## src/hdl/sgre_pkg.sv

```systemverilog
// Package for the scaled glyph rectangle emitter: font table, character
// codes, result status codes and the glyph ROM request type.
// No dependencies; imported by every module of the block.
package sgre_pkg;

   // Number of glyphs the ROM serves; indices at or beyond read as not found
   localparam int GLYPH_COUNT = 19;
   localparam int GLYPH_ROWS  = 8;
   localparam int ROM_DEPTH   = GLYPH_COUNT * GLYPH_ROWS;
   localparam int ROM_ADDR_W  = $clog2(ROM_DEPTH);

   // Glyph index covers letters and digits (0..35)
   localparam int GLYPH_IDX_W = 6;
   localparam int ROW_W       = 3;

   // Font table addressing: 18 defined glyphs of 8 rows
   localparam int FONT_ENTRIES = 144;
   localparam int FONT_IDX_W   = 8;
   localparam int FONT_ADDR_W  = GLYPH_IDX_W + ROW_W;

   // Character codes
   localparam logic [7:0] CHAR_A = 8'h41;
   localparam logic [7:0] CHAR_Z = 8'h5A;
   localparam logic [7:0] CHAR_0 = 8'h30;
   localparam logic [7:0] CHAR_9 = 8'h39;
   localparam logic [GLYPH_IDX_W-1:0] DIGIT_BASE = 6'd26;

   // Result status codes
   typedef enum logic [1:0] {
      STATUS_RECT      = 2'd0,
      STATUS_NOT_FOUND = 2'd1,
      STATUS_EMPTY     = 2'd2
   } status_type;

   // Read request to the glyph ROM
   typedef struct packed {
      logic                  en;
      logic [ROM_ADDR_W-1:0] addr;
   } rom_req_type;

   // Font rows, glyph after glyph, top row first, leftmost pixel in the MSB
   localparam logic [7:0] FONT_ROWS [0:FONT_ENTRIES-1] = '{
      8'h30, 8'h78, 8'hCC, 8'hCC, 8'hFC, 8'hCC, 8'hCC, 8'h00,
      8'hFC, 8'h66, 8'h66, 8'h7C, 8'h66, 8'h66, 8'hFC, 8'h00,
      8'h3C, 8'h66, 8'hC0, 8'hC0, 8'hC0, 8'h66, 8'h3C, 8'h00,
      8'hF8, 8'h6C, 8'h66, 8'h66, 8'h66, 8'h6C, 8'hF8, 8'h00,
      8'hFE, 8'h62, 8'h68, 8'h78, 8'h68, 8'h62, 8'hFE, 8'h00,
      8'hFE, 8'h62, 8'h68, 8'h78, 8'h68, 8'h60, 8'hF0, 8'h00,
      8'h3C, 8'h66, 8'hC0, 8'hC0, 8'hCE, 8'h66, 8'h3E, 8'h00,
      8'hCC, 8'hCC, 8'hCC, 8'hFC, 8'hCC, 8'hCC, 8'hCC, 8'h00,
      8'h78, 8'h30, 8'h30, 8'h30, 8'h30, 8'h30, 8'h78, 8'h00,
      8'h1E, 8'h0C, 8'h0C, 8'h0C, 8'hCC, 8'hCC, 8'h78, 8'h00,
      8'hE6, 8'h66, 8'h6C, 8'h78, 8'h6C, 8'h66, 8'hE6, 8'h00,
      8'hF0, 8'h60, 8'h60, 8'h60, 8'h62, 8'h66, 8'hFE, 8'h00,
      8'hC6, 8'hEE, 8'hFE, 8'hFE, 8'hD6, 8'hC6, 8'hC6, 8'h00,
      8'hC6, 8'hE6, 8'hF6, 8'hDE, 8'hCE, 8'hC6, 8'hC6, 8'h00,
      8'h38, 8'h6C, 8'hC6, 8'hC6, 8'hC6, 8'h6C, 8'h38, 8'h00,
      8'hFC, 8'h66, 8'h66, 8'h7C, 8'h60, 8'h60, 8'hF0, 8'h00,
      8'h78, 8'hCC, 8'hCC, 8'hCC, 8'hDC, 8'h78, 8'h1C, 8'h00,
      8'hFC, 8'h66, 8'h66, 8'h7C, 8'h6C, 8'h66, 8'hE6, 8'h00
   };

   // Look up one font row; glyphs past the defined set are blank
   function automatic logic [7:0] font_row(input logic [FONT_ADDR_W-1:0] addr);
      logic [7:0] row_bits;
      row_bits = 8'h00;
      if (addr < FONT_ADDR_W'(FONT_ENTRIES)) begin
         row_bits = FONT_ROWS[addr[FONT_IDX_W-1:0]];
      end
      return row_bits;
   endfunction

endpackage

```

## src/hdl/sgre_glyph_rom.sv

```systemverilog
// Glyph ROM: one font row per address, registered read data.
// Depends on sgre_pkg for the font table and the request type.
module sgre_glyph_rom import sgre_pkg::*; (
   input  logic        clock,
   input  rom_req_type rom_req,
   output logic [7:0]  rd_data
);

   logic [7:0] rd_data_ff;

   // Read on request; hold the last row otherwise
   always_ff @(posedge clock) begin
      if (rom_req.en) begin
         rd_data_ff <= font_row(FONT_ADDR_W'(rom_req.addr));
      end
   end

   assign rd_data = rd_data_ff;

endmodule

```

## src/hdl/scaled_glyph_rectangle_emitter.sv

```systemverilog
// Scaled glyph rectangle emitter, top level.
// Depends on sgre_pkg and sgre_glyph_rom.
//
// Usage: each req transaction carries one character (tdata: char_code,
// start_x, start_y, scale from the lowest byte up; tuser: new_string).
// For each set pixel of the character's 8x8 glyph the block sends one rsp
// transaction with a filled square (tdata: left, top, right, bottom from the
// lowest byte up; tuser: status), rows top to bottom, leftmost pixel first.
// tlast marks the final result of a character. A character that is not a
// known letter or digit gives one not-found result; a blank glyph gives one
// empty result. The pen x advances by 8 * scale after every character.
// Sequence: a character is taken in ST_IDLE, then the glyph is scanned one
// pixel per cycle while the receiver does not stall (one ROM row read per 8
// pixels, overlapped with the scan), then ST_FLUSH closes the run; an unknown
// character goes straight to ST_FLUSH. Each result is held back one set pixel
// so that the last can be marked.
// Reset clears the pen x to zero and drops any result in flight.
// When the receiver stalls, the scan holds in place; no result is lost.
module scaled_glyph_rectangle_emitter import sgre_pkg::*; (
   input  logic        clock,
   input  logic        reset,
   input  logic        req_tvalid,
   output logic        req_tready,
   input  logic [31:0] req_tdata,   // char_code, start_x, start_y, scale
   input  logic        req_tuser,   // new_string
   output logic        rsp_tvalid,
   input  logic        rsp_tready,
   output logic [31:0] rsp_tdata,   // rect_left, rect_top, rect_right, rect_bottom
   output logic [1:0]  rsp_tuser,   // status
   output logic        rsp_tlast    // last
);

   typedef enum logic [1:0] {
      ST_IDLE,
      ST_SCAN,
      ST_FLUSH
   } state_type;

   state_type                state_ff, state_in;
   logic [7:0]               pen_x_ff, pen_x_in;
   logic [7:0]               base_x_ff, base_x_in;
   logic [7:0]               col_x_ff, col_x_in;
   logic [7:0]               row_y_ff, row_y_in;
   logic [7:0]               scale_ff, scale_in;
   logic [GLYPH_IDX_W-1:0]   glyph_ff, glyph_in;
   logic [ROW_W-1:0]         row_ff, row_in;
   logic [ROW_W-1:0]         col_ff, col_in;
   logic                     pend_valid_ff, pend_valid_in;
   logic [7:0]               pend_left_ff, pend_left_in;
   logic [7:0]               pend_top_ff, pend_top_in;
   status_type               flush_status_ff, flush_status_in;
   logic                     rsp_valid_ff, rsp_valid_in;
   status_type               rsp_status_ff, rsp_status_in;
   logic [7:0]               rsp_left_ff, rsp_left_in;
   logic [7:0]               rsp_top_ff, rsp_top_in;
   logic [7:0]               rsp_right_ff, rsp_right_in;
   logic [7:0]               rsp_bottom_ff, rsp_bottom_in;
   logic                     rsp_last_ff, rsp_last_in;

   logic [7:0]               char_code;
   logic [7:0]               start_x;
   logic [7:0]               start_y;
   logic [7:0]               scale;
   logic                     is_letter;
   logic                     is_digit;
   logic [GLYPH_IDX_W-1:0]   dec_idx;
   logic                     dec_found;
   logic [7:0]               start_pen;
   logic                     out_free;
   logic                     pixel;
   rom_req_type              rom_req;
   logic [7:0]               rom_data;

   sgre_glyph_rom u_rom (
      .clock   (clock),
      .rom_req (rom_req),
      .rd_data (rom_data)
   );

   // Unpack the request transaction
   assign char_code = req_tdata[7:0];
   assign start_x   = req_tdata[15:8];
   assign start_y   = req_tdata[23:16];
   assign scale     = req_tdata[31:24];

   // Map letters and digits to glyph indices
   assign is_letter = (char_code >= CHAR_A) && (char_code <= CHAR_Z);
   assign is_digit  = (char_code >= CHAR_0) && (char_code <= CHAR_9);
   assign dec_idx   = is_letter ? GLYPH_IDX_W'(char_code - CHAR_A)
                                : GLYPH_IDX_W'(char_code - CHAR_0) + DIGIT_BASE;
   assign dec_found = (is_letter || is_digit) &&
                      (dec_idx < GLYPH_IDX_W'(GLYPH_COUNT));
   assign start_pen = req_tuser ? start_x : pen_x_ff;

   assign out_free  = !rsp_valid_ff || rsp_tready;
   assign pixel     = rom_data[3'd7 - col_ff];

   assign req_tready = (state_ff == ST_IDLE);

   always_comb begin
      state_in        = state_ff;
      pen_x_in        = pen_x_ff;
      base_x_in       = base_x_ff;
      col_x_in        = col_x_ff;
      row_y_in        = row_y_ff;
      scale_in        = scale_ff;
      glyph_in        = glyph_ff;
      row_in          = row_ff;
      col_in          = col_ff;
      pend_valid_in   = pend_valid_ff;
      pend_left_in    = pend_left_ff;
      pend_top_in     = pend_top_ff;
      flush_status_in = flush_status_ff;
      rsp_valid_in    = rsp_valid_ff && !rsp_tready;
      rsp_status_in   = rsp_status_ff;
      rsp_left_in     = rsp_left_ff;
      rsp_top_in      = rsp_top_ff;
      rsp_right_in    = rsp_right_ff;
      rsp_bottom_in   = rsp_bottom_ff;
      rsp_last_in     = rsp_last_ff;
      rom_req         = '0;

      case (state_ff)
         ST_IDLE: begin
            // Take a character, set up the pen and, for a known glyph, start the first row read
            if (req_tvalid) begin
               base_x_in     = start_pen;
               col_x_in      = start_pen;
               row_y_in      = start_y;
               scale_in      = scale;
               pen_x_in      = start_pen + {scale[4:0], 3'b000};
               glyph_in      = dec_idx;
               row_in        = '0;
               col_in        = '0;
               pend_valid_in = 1'b0;
               if (dec_found) begin
                  rom_req.en      = 1'b1;
                  rom_req.addr    = ROM_ADDR_W'({dec_idx, {ROW_W{1'b0}}});
                  flush_status_in = STATUS_EMPTY;
                  state_in        = ST_SCAN;
               end else begin
                  flush_status_in = STATUS_NOT_FOUND;
                  state_in        = ST_FLUSH;
               end
            end
         end
         ST_SCAN: begin
            // Step one pixel; send the held square when a new one is found
            if (out_free) begin
               if (pixel) begin
                  if (pend_valid_ff) begin
                     rsp_valid_in  = 1'b1;
                     rsp_status_in = STATUS_RECT;
                     rsp_left_in   = pend_left_ff;
                     rsp_top_in    = pend_top_ff;
                     rsp_right_in  = pend_left_ff + scale_ff - 8'd1;
                     rsp_bottom_in = pend_top_ff + scale_ff - 8'd1;
                     rsp_last_in   = 1'b0;
                  end
                  pend_valid_in = 1'b1;
                  pend_left_in  = col_x_ff;
                  pend_top_in   = row_y_ff;
               end
               col_in   = col_ff + 3'd1;
               col_x_in = col_x_ff + scale_ff;
               // End of row: rewind x, step y, fetch the next row or, after the last, go to flush
               if (col_ff == 3'd7) begin
                  col_x_in = base_x_ff;
                  row_y_in = row_y_ff + scale_ff;
                  row_in   = row_ff + 3'd1;
                  if (row_ff == 3'd7) begin
                     state_in = ST_FLUSH;
                  end else begin
                     rom_req.en   = 1'b1;
                     rom_req.addr = ROM_ADDR_W'({glyph_ff, row_ff + 3'd1});
                  end
               end
            end
         end
         ST_FLUSH: begin
            // Close the run: the held square or a status-only result
            if (out_free) begin
               rsp_valid_in = 1'b1;
               rsp_last_in  = 1'b1;
               if (pend_valid_ff) begin
                  rsp_status_in = STATUS_RECT;
                  rsp_left_in   = pend_left_ff;
                  rsp_top_in    = pend_top_ff;
                  rsp_right_in  = pend_left_ff + scale_ff - 8'd1;
                  rsp_bottom_in = pend_top_ff + scale_ff - 8'd1;
               end else begin
                  rsp_status_in = flush_status_ff;
                  rsp_left_in   = 8'd0;
                  rsp_top_in    = 8'd0;
                  rsp_right_in  = 8'd0;
                  rsp_bottom_in = 8'd0;
               end
               pend_valid_in = 1'b0;
               state_in      = ST_IDLE;
            end
         end
         default: begin
            state_in = ST_IDLE;
         end
      endcase
   end

   // State, pen and output register
   always_ff @(posedge clock) begin
      if (reset) begin
         state_ff      <= ST_IDLE;
         pen_x_ff      <= 8'd0;
         pend_valid_ff <= 1'b0;
         rsp_valid_ff  <= 1'b0;
      end else begin
         state_ff      <= state_in;
         pen_x_ff      <= pen_x_in;
         pend_valid_ff <= pend_valid_in;
         rsp_valid_ff  <= rsp_valid_in;
      end
      base_x_ff       <= base_x_in;
      col_x_ff        <= col_x_in;
      row_y_ff        <= row_y_in;
      scale_ff        <= scale_in;
      glyph_ff        <= glyph_in;
      row_ff          <= row_in;
      col_ff          <= col_in;
      pend_left_ff    <= pend_left_in;
      pend_top_ff     <= pend_top_in;
      flush_status_ff <= flush_status_in;
      rsp_status_ff   <= rsp_status_in;
      rsp_left_ff     <= rsp_left_in;
      rsp_top_ff      <= rsp_top_in;
      rsp_right_ff    <= rsp_right_in;
      rsp_bottom_ff   <= rsp_bottom_in;
      rsp_last_ff     <= rsp_last_in;
   end

   assign rsp_tvalid = rsp_valid_ff;
   assign rsp_tdata  = {rsp_bottom_ff, rsp_right_ff, rsp_top_ff, rsp_left_ff};
   assign rsp_tuser  = rsp_status_ff;
   assign rsp_tlast  = rsp_last_ff;

endmodule

```

## config.mk

```make
export PLATFORM = sky130hd
export DESIGN_NAME = scaled_glyph_rectangle_emitter
export DESIGN_NICKNAME = d
export VERILOG_FILES = /design/src/hdl/sgre_pkg.sv /design/src/hdl/sgre_glyph_rom.sv /design/src/hdl/scaled_glyph_rectangle_emitter.sv
export SDC_FILE = /design/constraint.sdc
export NUM_CORES = 1
export LEC_CHECK = 0
export ABC_AREA = 1
export BUFFER_PORTS_ARGS = -buffer_cell sky130_fd_sc_hd__clkbuf_2
export CORE_MARGIN = 2
export CORE_UTILIZATION = 40
export DETAILED_ROUTE_END_ITERATION = 7
export GPL_TIMING_DRIVEN = 0
export PLACE_DENSITY = 0.68
export SLEW_MARGIN = 20
export SYNTH_ARGS = -nofsm -noshare
export SYNTH_HDL_FRONTEND = slang
export SYNTH_SLANG_ARGS = --single-unit
```

## constraint.sdc

```tcl
create_clock -name clock -period 4.5 [get_ports clock]
set_input_delay 0.9 -clock clock [delete_from_list [all_inputs] [get_ports clock]]
set_output_delay 0.9 -clock clock [all_outputs]
set_load 0.02 [all_outputs]
```

; Word-level counts from Yosys, hierarchy flattened
; Memory sizes are Yosys's and may differ from the RTL's. A register that Yosys moved wholly into a read port is not among the register bits.
; Cells that the tools add are included.
[classes]
add_sub_neg = 13
multipliers = 0
div = 0
magnitude_cmp = 7
eq_ne = 11
shifts = 0
mux = 77
bitwise_logic = 1
reduce_logical = 20
[op_table]
columns = op, n
row1 = $mux W8, 27
row2 = $pmux W8 S2, 6
row3 = $mux W9, 5
row4 = $add A8 B8 Y8, 5
row5 = $mux W2, 12
row6 = $pmux W9 S2, 1
row7 = $sub A8 B1 Y8 const B, 2
row8 = $reduce_and A5 Y1, 3
row9 = $ne A2 B2 Y1 const B, 7
row10 = $mux W1, 13
row11 = $mux W3, 4
row12 = $pmux W3 S2, 2
row13 = $not A8 Y9, 1
row14 = $ge A8 B6 Y1 const B, 1
row15 = $ge A8 B7 Y1 const B, 1
row16 = $le A8 B6 Y1 const B, 1
row17 = $le A8 B7 Y1 const B, 1
row18 = $lt A8 B8 Y1 const B, 1
row19 = $add A3 B1 Y3 const B, 2
row20 = $add A6 B5 Y6 const B, 1
row21 = $eq A3 B3 Y1 const B, 2
row22 = $lt A6 B5 Y1 const B, 1
row23 = $mux W6, 1
row24 = $pmux W2 S3, 1
row25 = other kinds (19), 28
[word_totals]
regBits = 108
latchBits = 0
ram_bits = 0
romBits = 2048
out_inout_bits = 37
elab_cells = 150
mem_count = 1
[memory_table]
columns = memory, words, word_bits, rd, rd_clocked_by_memory_dff, wr, line_no
row1 = (no name shown), 256, 8, 1, 1, 0, sgre_pkg.sv:68  ; row_bits = FONT_ROWS[addr[FONT_IDX_W-1:0]];

; Longest topological paths before layout
[logic_depth]
ltp_word = 10
mapped_depth = 24
mapped_depth_nobuf = 23

; Modules after synthesis
; From an unflattened synthesis, not the netlist that was laid out.
[unflattened]
hier_cells = 882
hier_area_um2 = 7397.1
[by_module_without_submodules]
columns = mod, n_inst, cells_each, area_each_um2, seq_area_each_um2
row1 = scaled_glyph_rectangle_emitter, 1, 628, 6047.0, 3123.0
row2 = sgre_glyph_rom, 1, 254, 1350.0, 210.2

; Worst setup path before layout
; No wires, ideal clock.
[synth_path]
kind = register to register
startpoint = register state_ff[1]
endpoint = register rsp_bottom_ff[0], enable pin
setup_ns = 0.439
arrival_time_ns = 3.022
t_required_ns = 4.061
path_slack_ns = 1.039
path_stages_with_launch = 8
n_path_buf = 2
period_less_slack_ns = 3.461
cell_sequence = dfxtp_1 -> inv_1 -> ha_1 -> inv_2 -> clkbuf_1 -> clkbuf_1 -> nand2_1 -> a21oi_1
[synth_between]
elab_chain_len = 3
[synth_lines]
columns = item, line_no
row1 = "start, declared", scaled_glyph_rectangle_emitter.sv:39  ; state_type state_ff, state_in;
row2 = "start signal, assigned", scaled_glyph_rectangle_emitter.sv:216  ; state_ff <= state_in;
row3 = $eq A2 B1 Y1 / $eq A2 B2 Y1 (equally long branches), scaled_glyph_rectangle_emitter.sv:123  ; case (state_ff)
row4 = $ne A2 B2 Y1 (no source line) / $reduce_bool A2 Y1 (equally long branches), n/a
row5 = $reduce_and A5 Y1 (no source line) (*), n/a
row6 = "end signal, assigned", scaled_glyph_rectangle_emitter.sv:235  ; rsp_bottom_ff <= rsp_bottom_in;
row7 = "end, declared", scaled_glyph_rectangle_emitter.sv:57  ; logic [7:0] rsp_bottom_ff, rsp_bottom_in;
; Mark *: on every way between the ends. The rest lies on a longest branch, timed or not.
; A chain may end at the register's enable or synchronous reset.

; Worst setup path in the final report
[layout_path]
startpoint = input rsp_tready
endpoint = register u_rom.rd_data_ff[7] (netlist: u_rom.rd_data[7]), data pin
[layout_between]
elab_chain_len = 5
[layout_lines]
columns = item, line_no
row1 = "start, declared", scaled_glyph_rectangle_emitter.sv:27  ; input logic rsp_tready,
row2 = $logic_or A1 B1 Y1 (*), scaled_glyph_rectangle_emitter.sv:95  ; assign out_free = !rsp_valid_ff || rsp_tready;
row3 = $mux W9 (*), scaled_glyph_rectangle_emitter.sv:149  ; if (out_free) begin
row4 = $pmux W9 S2 (*), scaled_glyph_rectangle_emitter.sv:123
row5 = $lt A8 B8 Y1, sgre_pkg.sv:67  ; if (addr < FONT_ADDR_W'(FONT_ENTRIES)) begin
row6 = $logic_not A1 Y1 (no source line), n/a
row7 = "end, declared", sgre_glyph_rom.sv:9  ; logic [7:0] rd_data_ff;
; Marked as above.

==> results.json <==
{
  "status": "finished, final reports clean",
  "firstDrtPassIters": 5,
  "crit_family": "simple AND/OR/NAND/NOR gates",
  "syn-num-nets": 981,
  "fin_nets": 1075,
  "drtAntennaViolNets": 0,
  "rows": 50,
  "use_met3": 0.0442,
  "power_density_mw_per_mm2": 405,
  "fin_hold_ws_ns": 0.451,
  "ctsHoldBuffers": 0,
  "layout.cells.non_filler": 1218,
  "period_minus_slack_ns": 3.59,
  "syn_avg_cell_area_um2": 8.56,
  "cts_setup_buffers": 0,
  "slowest_stage": "nor2_1",
  "vias": 6052,
  "overflow": 0,
  "clk_latency_ns": 0.42,
  "dp_cells": 1186,
  "pre_cts_slack_ns": 0.575,
  "gp_congestion": 0.908,
  "hold_class": "reg -> reg",
  "timing.final.crit_share": 0.798,
  "ff2ff_setup_slack_ns": 1.03,
  "rsz0062_at_grt": "false",
  "cts_num_sinks": 115,
  "startpoint_type": "input port",
  "cts_buffer_depth": 2,
  "initial_core_util": 0.404,
  "wl_per_cell_um": 14.2,
  "track_usage": 0.179,
  "dpl.hpwl_um": 13400,
  "drtIter0Drc": 503,
  "whs_endpoint": "pen_x_ff[3]$_SDFFE_PP0P_",
  "critPathMostFrequentCell": "nor2_1",
  "core-area_mm2": 0.0186,
  "postRouteWirelength_um": 17300,
  "die_w_um": 141,
  "tns_ns": 0,
  "cp-end-kind": "flop",
  "synth-seq-cells": 115,
  "syn_area_mm2": 0.00751,
  "slew_headroom": 0.288,
  "clock-skew-final_ns": 0.0152,
  "post_route_cells_drive_above_1_share": 0.172,
  "reg2reg_depth": 19,
  "cp.arrival_ns": 3.82,
  "critical_path.max_fanout": 6,
  "diodes": 0,
  "die-area_mm2": 0.0199,
  "final_common_cell": "nand2_1",
  "gr-usage-met2": 0.289,
  "ys_seq_area_frac": 0.444,
  "cts-resized-gates": 0,
  "synth.distinct_cells": 51,
  "io_buffers": 71,
  "hold_path_depth": 2,
  "path_buf_inv": 5,
  "layout_common_cells": "nand2_1, inv_1, edfxtp_1",
  "rr_endpoint": "u_rom.rd_data[5]$_SDFFCE_PP0P_",
  "p_leak_nw": 4.12,
  "die_h_um": 141,
  "drcViolationCount": 0,
  "cts_max_level": 4,
  "finalHoldViolCount": 0,
  "yosysWarnings": 0,
  "p_total_mw": 3.57,
  "design_area_mm2": 0.00881,
  "cp.required_ns": 4.73,
  "worstPathCellList": "clkbuf_2 -> nor2_1 -> inv_1 -> nand3_1 -> nor2_1 -> inv_1 -> ha_1 -> inv_1 -> nor2_1 -> inv_1 -> nand2_1 -> nand3_2 -> a21oi_1 -> nor2_1 -> nor2_1 -> nor2_1 -> a21oi_1",
  "clkTransAtPathRegs_ns": 0.05,
  "cts-root-buf": "clkbuf_16",
  "grt_max_degree": 33,
  "first_global_vias": 5633,
  "netlist_instances": 877,
  "grt_pass1_wl_um": 28200,
  "area_growth_pct": 17.3,
  "cts-buffers-inserted": 17,
  "worstMarginPinSlew_ns": 1.06,
  "maxCapViolCount": 0,
  "ir_drop_v": 0.000221,
  "antenna_found_initial": 0,
  "avgViaCountPerCell": 4.97,
  "hold_path_startpoint": "pen_x_ff[3]$_SDFFE_PP0P_",
  "crit_type": "in -> reg",
  "slew_violations": 0,
  "finalSetupViolCount": 0,
  "pin_count": 74,
  "busiest_layer": "met2",
  "setup_slack_ns": 0.909,
  "fin_util": 0.474,
  "cp_slowest_stage_delay_ns": 0.42,
  "post_dp_cell_area_mm2": 0.00824,
  "grt_util_met1": 0.240,
  "cts_tree": "done",
  "fmaxAchievable_ghz": 0.278,
  "r2r_start": "row_ff[0]$_SDFFCE_PN0P_"
}
[synth_stat cells (all sizes together)]
library cell / n / share of area
nand2: 180 / 0.099
inv: 154 / 0.078
edfxtp: 103 / 0.41
nor2: 100 / 0.054
ha: 62 / 0.10
o21ai: 61 / 0.041
nand3: 56 / 0.041
a21oi: 54 / 0.037
xor2: 13 / 0.015
dfxtp: 12 / 0.032
buf: 10 / 0.013
clkbuf: 10 / 0.0050
nor3: 8 / 0.0053
a22oi: 6 / 0.0060
a31oi: 5 / 0.0042
fa: 5 / 0.013
nand4: 5 / 0.0070
xnor2: 5 / 0.0058
clkinv: 3 / 0.0017
o211ai: 3 / 0.0030
o221ai: 3 / 0.0035
a211oi: 2 / 0.0020
a41oi: 2 / 0.0023
and2: 2 / 0.0017
mux2: 2 / 0.0030
o21bai: 2 / 0.0020
a21o: 1 / 0.0010
a221oi: 1 / 0.0012
mux2i: 1 / 0.0013
nand3b: 1 / 0.0010
nor4: 1 / 0.00083
o21a: 1 / 0.0010
o311ai: 1 / 0.0012
o31ai: 1 / 0.0010
or2: 1 / 0.00083
[state kept, by name, indices dropped and copies added (netlist names)]
name / count
base_x_ff: 8
col_x_ff: 8
pen_x_ff: 8
pend_left_ff: 8
pend_top_ff: 8
row_y_ff: 8
rsp_bottom_ff: 8
rsp_left_ff: 8
rsp_right_ff: 8
rsp_top_ff: 8
scale_ff: 8
u_rom.rd_data: 7
glyph_ff: 5
col_ff: 3
row_ff: 3
flush_status_ff: 2
rsp_tuser: 2
state_ff: 2
pend_valid_ff: 1
rsp_tlast: 1
rsp_tvalid: 1
[final cells by class]
cell class | instances | area [µm²]
Fill cell | 1778 | 9770
Buffer | 20 | 134
Sequential cell | 115 | 3330
Timing Repair Buffer | 75 | 407
Clock inverter | 14 | 144
Tap cell | 234 | 293
Clock buffer | 18 | 429
Multi-Input combinational cell | 585 | 3470
Inverter | 157 | 596
[tightest hold or removal path, delay by kind of cell (launching register included)]
family	cells	cell delay (ns)
compound gates	1	0.06
flops	1	0.29
buf+inv	1	0.06
[cell families (layout without fill, tap and decap cells)]
kind of cell / after synthesis / in the layout / share of synthesized area
mux: 3 / 3 / 0.00433
compound gates: 143 / 143 / 0.107
fa+ha+maj: 67 / 67 / 0.117
flops: 115 / 115 / 0.444
simple gates: 354 / 354 / 0.211
xor+xnor: 18 / 18 / 0.0210
buf+inv: 177 / 284 / 0.0970
[worst max path at each step]
stage,to,start,depth (start not counted)
global route,u_rom.rd_data[5]$_SDFFCE_PP0P_,row_ff[0]$_SDFFCE_PN0P_,19
detailed placement,u_rom.rd_data[7]$_SDFFCE_PP0P_,rsp_tready,17
floorplan,rsp_bottom_ff[0]$_DFFE_PP_,state_ff[1]$_SDFFE_PP0P_,7
CTS,u_rom.rd_data[7]$_SDFFCE_PP0P_,rsp_tready,17
global placement,rsp_left_ff[0]$_DFFE_PP_,state_ff[1]$_SDFFE_PP0P_,7
finish,u_rom.rd_data[7]$_SDFFCE_PP0P_,rsp_tready,17
[per-layer routing]
metal | up-vias | routed length [µm]
met1 | 2740 | 8090
met2 | 189 | 7960
li1 | 3095 | -
met3 | 28 | 1040
met5 | - | 0
met4 | 0 | 266
[report_power, final]
group | internal [mW] | leakage (nW) | switching, mW
logic | 0.283 | 2.76 | 0.540
clock network | 0.854 | 0.277 | 0.454
registers | 1.38 | 1.08 | 0.0603
total | 2.51 | 4.12 | 1.05
(Power assumes the default switching activity.)
